**src/hw/rtl/tenc_pkg.sv**
```systemverilog
// Shared types, constants and helpers for the tile edge neighbor classifier.
// Used by tenc_line_buffer and tile_edge_neighbor_classifier; no dependencies.
package tenc_pkg;

    localparam int DEFAULT_MAX_WIDTH = 256;
    localparam int TILE_W            = 8;
    localparam int SIZE_W            = 9;
    localparam int LIMIT_W           = 4;
    localparam int COUNT_W           = 17;
    localparam int CFG_IDX_W         = 3;

    localparam logic [SIZE_W-1:0] SIZE_MIN   = 9'd3;
    localparam logic [SIZE_W-1:0] MAX_HEIGHT = 9'd256;

    // Register indexes on the configuration port.
    typedef enum logic [CFG_IDX_W-1:0] {
        CFG_GRID_WIDTH   = 3'd0,
        CFG_GRID_HEIGHT  = 3'd1,
        CFG_TARGET_TILE  = 3'd2,
        CFG_REPLACE_TILE = 3'd3,
        CFG_EDGE_LIMIT   = 3'd4,
        CFG_BORDER_TILE  = 3'd5
    } cfg_idx_t;

    // Register values after reset.
    localparam logic [SIZE_W-1:0]  RST_GRID_WIDTH   = 9'd128;
    localparam logic [SIZE_W-1:0]  RST_GRID_HEIGHT  = 9'd128;
    localparam logic [TILE_W-1:0]  RST_TARGET_TILE  = 8'd101;
    localparam logic [TILE_W-1:0]  RST_REPLACE_TILE = 8'd7;
    localparam logic [LIMIT_W-1:0] RST_EDGE_LIMIT   = 4'd2;
    localparam logic [TILE_W-1:0]  RST_BORDER_TILE  = 8'd0;

    // One input item.
    typedef struct packed {
        logic [TILE_W-1:0] cell_tile;
        logic              drain;
    } cell_item_t;

    // One result item.
    typedef struct packed {
        logic [TILE_W-1:0] out_tile;
        logic              is_edge;
        logic              frame_last;
    } res_item_t;

    // Line buffer port controls.
    typedef struct packed {
        logic rd_en;
        logic wr_en;
    } lb_ctrl_t;

    // One column of the two line stores: previous row and the row before it.
    typedef struct packed {
        logic [TILE_W-1:0] mid;
        logic [TILE_W-1:0] top;
    } lb_data_t;

    // Limit a grid size to the supported range.
    function automatic logic [SIZE_W-1:0] clamp_size(input logic [SIZE_W-1:0] v,
                                                     input logic [SIZE_W-1:0] hi);
        logic [SIZE_W-1:0] r;
        r = v;
        if (v < SIZE_MIN)
        begin
            r = SIZE_MIN;
        end
        else if (v > hi)
        begin
            r = hi;
        end
        return r;
    endfunction

endpackage

```
**src/hw/rtl/tenc_line_buffer.sv**
```systemverilog
// Two line stores (previous row and the row before it) with a registered read port.
// Depends on tenc_pkg for the control and data structs.
module tenc_line_buffer
    import tenc_pkg::*;
#(
    parameter int MAX_WIDTH = DEFAULT_MAX_WIDTH,
    localparam int COL_W = (MAX_WIDTH > 1) ? $clog2(MAX_WIDTH) : 1
)
(
    input  logic             clk,
    input  lb_ctrl_t         ctrl,
    input  logic [COL_W-1:0] rd_col,
    input  logic [COL_W-1:0] wr_col,
    input  lb_data_t         wr_data,
    output lb_data_t         rd_data
);

    logic [TILE_W-1:0] line_store_a [0:MAX_WIDTH-1];
    logic [TILE_W-1:0] line_store_b [0:MAX_WIDTH-1];
    lb_data_t          rd_data_reg;

    // Write the column retired by the window stage.
    always_ff @(posedge clk)
    begin
        if (ctrl.wr_en)
        begin
            line_store_a[wr_col] <= wr_data.mid;
            line_store_b[wr_col] <= wr_data.top;
        end
    end

    // Read the column of the incoming item; a write to the same column in this
    // cycle is forwarded so the read sees the updated entry.
    always_ff @(posedge clk)
    begin
        if (ctrl.rd_en)
        begin
            if (ctrl.wr_en && (wr_col == rd_col))
            begin
                rd_data_reg <= wr_data;
            end
            else
            begin
                rd_data_reg.mid <= line_store_a[rd_col];
                rd_data_reg.top <= line_store_b[rd_col];
            end
        end
    end

    assign rd_data = rd_data_reg;

endmodule

```
**config.mk**
```make
export PLATFORM = sky130hd
export DESIGN_NAME = tenc_line_buffer
export DESIGN_NICKNAME = d
export VERILOG_FILES = /design/src/hw/rtl/tenc_pkg.sv /design/src/hw/rtl/tenc_line_buffer.sv
export SDC_FILE = /design/constraint.sdc
export NUM_CORES = 2
export LEC_CHECK = 0
export BUFFER_PORTS_ARGS = -buffer_cell sky130_fd_sc_hd__buf_2
export CAP_MARGIN = 20
export CORE_UTILIZATION = 50
export CTS_CLUSTER_DIAMETER = 80
export DETAILED_ROUTE_END_ITERATION = 12
export PLACE_DENSITY = 0.65
export SETUP_SLACK_MARGIN = 0.02
export SYNTH_ARGS = -nofsm -noshare
export SYNTH_HDL_FRONTEND = slang
export SYNTH_SLANG_ARGS = --single-unit
```
**constraint.sdc**
```tcl
create_clock -name clk -period 10.6 [get_ports clk]
set_clock_uncertainty 0.05 [all_clocks]
set_input_delay 3.18 -clock clk [delete_from_list [all_inputs] [get_ports clk]]
set_output_delay 3.18 -clock clk [all_outputs]
set_load 0.01 [all_outputs]
```
* Word-level counts from Yosys, hierarchy flattened *
Memories as Yosys holds them, arrays and structs flattened. A register that Yosys moved wholly into a read port is not among the register bits.
Index checks and enable logic that the tools add are counted.

operators by class
  multiplexer cells = 2

operators with widths
  kind              count
  1-bit 2-to-1 mux  2

storage, ports and cells
  register bits after elaboration = 0
  RAM bits = 4096
  bits of input ports = 35
  word-level logic and storage cells = 4
  memories = 2

memories
  memory        words  bits a word  read ports  clocked after Yosys merged registers in  write ports  RTL line                text
  line_store_a  256    8            1           1                                        1            tenc_line_buffer.sv:18  logic [TILE_W-1:0] line_store_a [0:MAX_WIDTH-1];
  line_store_b  256    8            1           1                                        1            tenc_line_buffer.sv:19  logic [TILE_W-1:0] line_store_b [0:MAX_WIDTH-1];

* Depth between registers and ports, before layout *
  depth after elaboration = 2
  mapped depth = 14
  depth with buffers taken out = 8

* Worst setup path before layout *
Ideal clock, no wire load.

  path kind = in2reg
  from = input port rd_col[1]
  to = register rd_data[5] (netlist name)
  library setup time = 260 ps
  arrival = 5297 ps
  data required time = 10290 ps
  slack = 4993 ps
  stages = 10
  cell sequence = buf_2 -> buf_2 -> buf_1 -> mux4_2 -> a22o_1 -> a2111oi_2 -> o2111ai_1 -> o211ai_1 -> nand4_1 -> mux2_2

RTL lines
  element      RTL line                text
  from (decl)  tenc_line_buffer.sv:12  input logic [COL_W-1:0] rd_col,

==> summary.txt <==
Port Buffer Count = 50
CP Data Required Time = 11.30 ns
CP cell instances = buf_12 -> buf_12 -> buf_4 -> mux4_2 -> o21ai_0 -> o21ai_0 -> o21ai_0 -> and4_1 -> o221ai_1 -> mux2_2
Max stage delay on crit path = 0.71 ns
Worst path arrival time = 7.77 ns
Hold path cells = 7
GR peak layer = met2
R2R Path Start = line_store_a[17][3]$_DFFE_PP_
Met3 usage = 0.0622
Clk sinks = 4112
Max cap viols = 0
Total CTS buffers = 415
Worst reg2reg path depth = 7
Post-CTS Hold Buffers = 0
First-pass GRT wire length = 621000 µm
Die Y = 566 µm
Post-route setup TNS = 0 ns
DRC Markers = 0
Final Hold Slack = 1.07 ns
Rows = 206
Gpl congestion = 0.891
Resize count post-CTS = 0
Synth area leaders = edfxtp_1 78%, mux4_2 12%, mux2i_1 3.1%
EDFF count, synth = 4112
CTS max path bufs = 4
Postcts setup bufs = 0
Initial core utilization = 0.504
Final wirelength = 446000 µm
Rel. slew slack = 0.0914
Setup slack after layout = 3.53 ns
RR Endpoint = rd_data[11]$_DFFE_PP_
Crit. Startpoint = rd_col[0]
Drt via density = 6.60
Final slew viol count = 0
CP max-delay cell = o21ai_0
Simple-gate share of the synthesized area = 0.0206
Post-synthesis sequential area ratio = 0.777
Area growth syn-to-layout = 12.8%
Starting DRT DRC Count = 12412
Yosys warns = 0
Reg clk slew, reported paths = 0.07 ns
Initial antenna violation count = 25
Wire per inst = 35.9 µm
Netlist cell types = 72
Design Power = 34.2 mW
Die area = 0.320 mm²
Vias in the first global route = 79355
Filler cells = 22990
Setup violators final = 0
Netlist Area Pre-Place = 0.159 mm²
Global Route Usage Sum = 0.278
Crit-path max FO = 90
Met2 Usage GRT = 0.421
Top delay family on crit path = compound AO/OA/AOI/OAI gates
Synth Area in Compound Gates = 0.0346
H-tree Lvls = 5
Async SR Flop Fraction = 0
Startpoint types = input pin
Vias = 82014
CTS root buf = clkbuf_16
Pwr per Cell Area = 191 mW/mm²
Final Cycle Share = 0.667
Synth Register Bits = 4112
Largest family of logic cells by synthesized area = multiplexers
Pre-CTS setup slack = 2.62 ns
Worst slew pin tran = 1.35 ns
Util after Layout = 0.568
Synthesized instance count = 7456
RSZ-0062 raised after global routing = false
Final HPWL DP = 261000 µm
Core Box Area = 0.315 mm²
Post-synth top area cell = edfxtp_1
Post-synth top area share = 0.777
Post-route ant nets = 0
GR Util met1 = 0.394
Mux cell area share after synthesis = 0.151
Bufs and invs on worst path = 3
Synth Area in XOR/XNOR = 0.000441
Setup crit end kind = flip-flop
Worst VDD drop = 0.169 mV
Global route overflow = 0
Register-to-register setup slack = 6.86 ns
Worst skew pair latency = 1.00 ns
Synth Area in Adders = 0
Pleak = 56.9 nW
Fraction of layout cells with a size suffix above 1 = 0.239
Largest net degree at the start of global routing = 158
Max Clk Rate = 0.141 GHz
End of the critical path = rd_data[0]$_DFFE_PP_
1st-pass router iterations = 6
CTS tree = built
Post-synth top flop = edfxtp_1
Nets = 7944
Most used cell, CP = o21ai_0
Levels on crit path = 10
HP Class = reg2reg
Die Wd = 566 µm
Synthesized area per cell = 21.3 µm²
Syn Nets = 7491
Final Hold Viols = 0
Status = completed
Period minus WS final = 7.07 ns
# IOs = 51
WS Path Type = in2reg
[stage by stage]
stage | instances | instance area (µm²)
after global routing | 12416 | 179000
after global placement | 11643 | 166000
after detailed placement | 11647 | 166000
final | 12423 | 179000
after floorplan | 7456 | 159000
after CTS | 12408 | 179000
[area by class of cell]
cell class                 count  area (µm²)  area share
antenna                       10        25.0    0.000140
clock buffer                 511       10800      0.0602
clock inverter               250        2670      0.0149
inverter                       5        28.8    0.000161
multi-input combinational   2889       33000       0.184
sequential                  4112      123000       0.689
tap                         4160        5200      0.0290
timing repair buffer         486        4020      0.0224
[worst min path at each step]
stage | to | start | slack [ns]
finish | rd_data[12]$_DFFE_PP_ | line_store_a[96][4]$_DFFE_PP_ | 1.07
global route | rd_data[15]$_DFFE_PP_ | line_store_a[175][7]$_DFFE_PP_ | 1.17
CTS | rd_data[12]$_DFFE_PP_ | line_store_a[96][4]$_DFFE_PP_ | 1.07
detailed placement | rd_data[12]$_DFFE_PP_ | line_store_a[96][4]$_DFFE_PP_ | 1.06
global placement | rd_data[12]$_DFFE_PP_ | line_store_a[96][4]$_DFFE_PP_ | 1.06
floorplan | rd_data[6]$_DFFE_PP_ | line_store_b[238][6]$_DFFE_PP_ | 0.90
[where the power goes]
part | total [mW] | internal (mW) | switching, mW | leakage (nW)
combinational | 1.74 | 0.536 | 1.20 | 13.4
clock | 14.5 | 8.30 | 6.18 | 6.52
sequential | 18.0 | 17.9 | 0.0196 | 37.0
total | 34.2 | 26.8 | 7.40 | 56.9
[tightest hold or removal path, cell delays in order (launching register included)]
cell      delay [ns]
edfxtp_1        0.31
mux4_2          0.22
o211ai_1        0.07
o21ai_0         0.07
o21ai_0         0.07
nand3_1         0.07
nand4b_1        0.10
o21a_1          0.11
[synth_stat cells, drive strengths merged, types with 53 or more instances]
cell,n
a221oi,54
mux4,822
a22oi,114
o221ai,91
nand2,262
clkbuf,182
edfxtp,4112
o211ai,61
o21ai,102
a21oi,79
mux2i,487
o22ai,77
nor2,297
nand3,53
buf,268
[kinds of logic after synthesis]
group | count (synthesis)
multiplexers | 1359
buffers and inverters | 455
AO/OA/AOI/OAI | 763
flip-flops | 4112
XOR/XNOR | 8
AND/OR/NAND/NOR | 759
[placed cells by master (no fill, tap or decap), types with 54 or more instances in the layout]
cell type / netlist / layout
a21oi_1: 79 / 79
a221oi_1: 54 / 54
a22oi_1: 114 / 114
buf_4: 54 / 407
clkbuf_1: 182 / 94
clkbuf_16: 0 / 417
clkinv_1: 1 / 114
clkinv_2: 0 / 61
edfxtp_1: 4112 / 4112
mux2i_1: 487 / 487
mux4_2: 822 / 822
nand2_1: 262 / 258
nor2_1: 297 / 266
o211ai_1: 61 / 61
o21ai_0: 101 / 101
o221ai_1: 91 / 91
o22ai_1: 77 / 77
[routing by layer]
layer / part of all wire / vias to the layer above
met5: 0.00022 / -
li1: - / 32297
met2: 0.46 / 5122
met4: 0.047 / 14
met1: 0.38 / 43747
met3: 0.11 / 834
No activity file was read; power rests on OpenSTA's default activity.
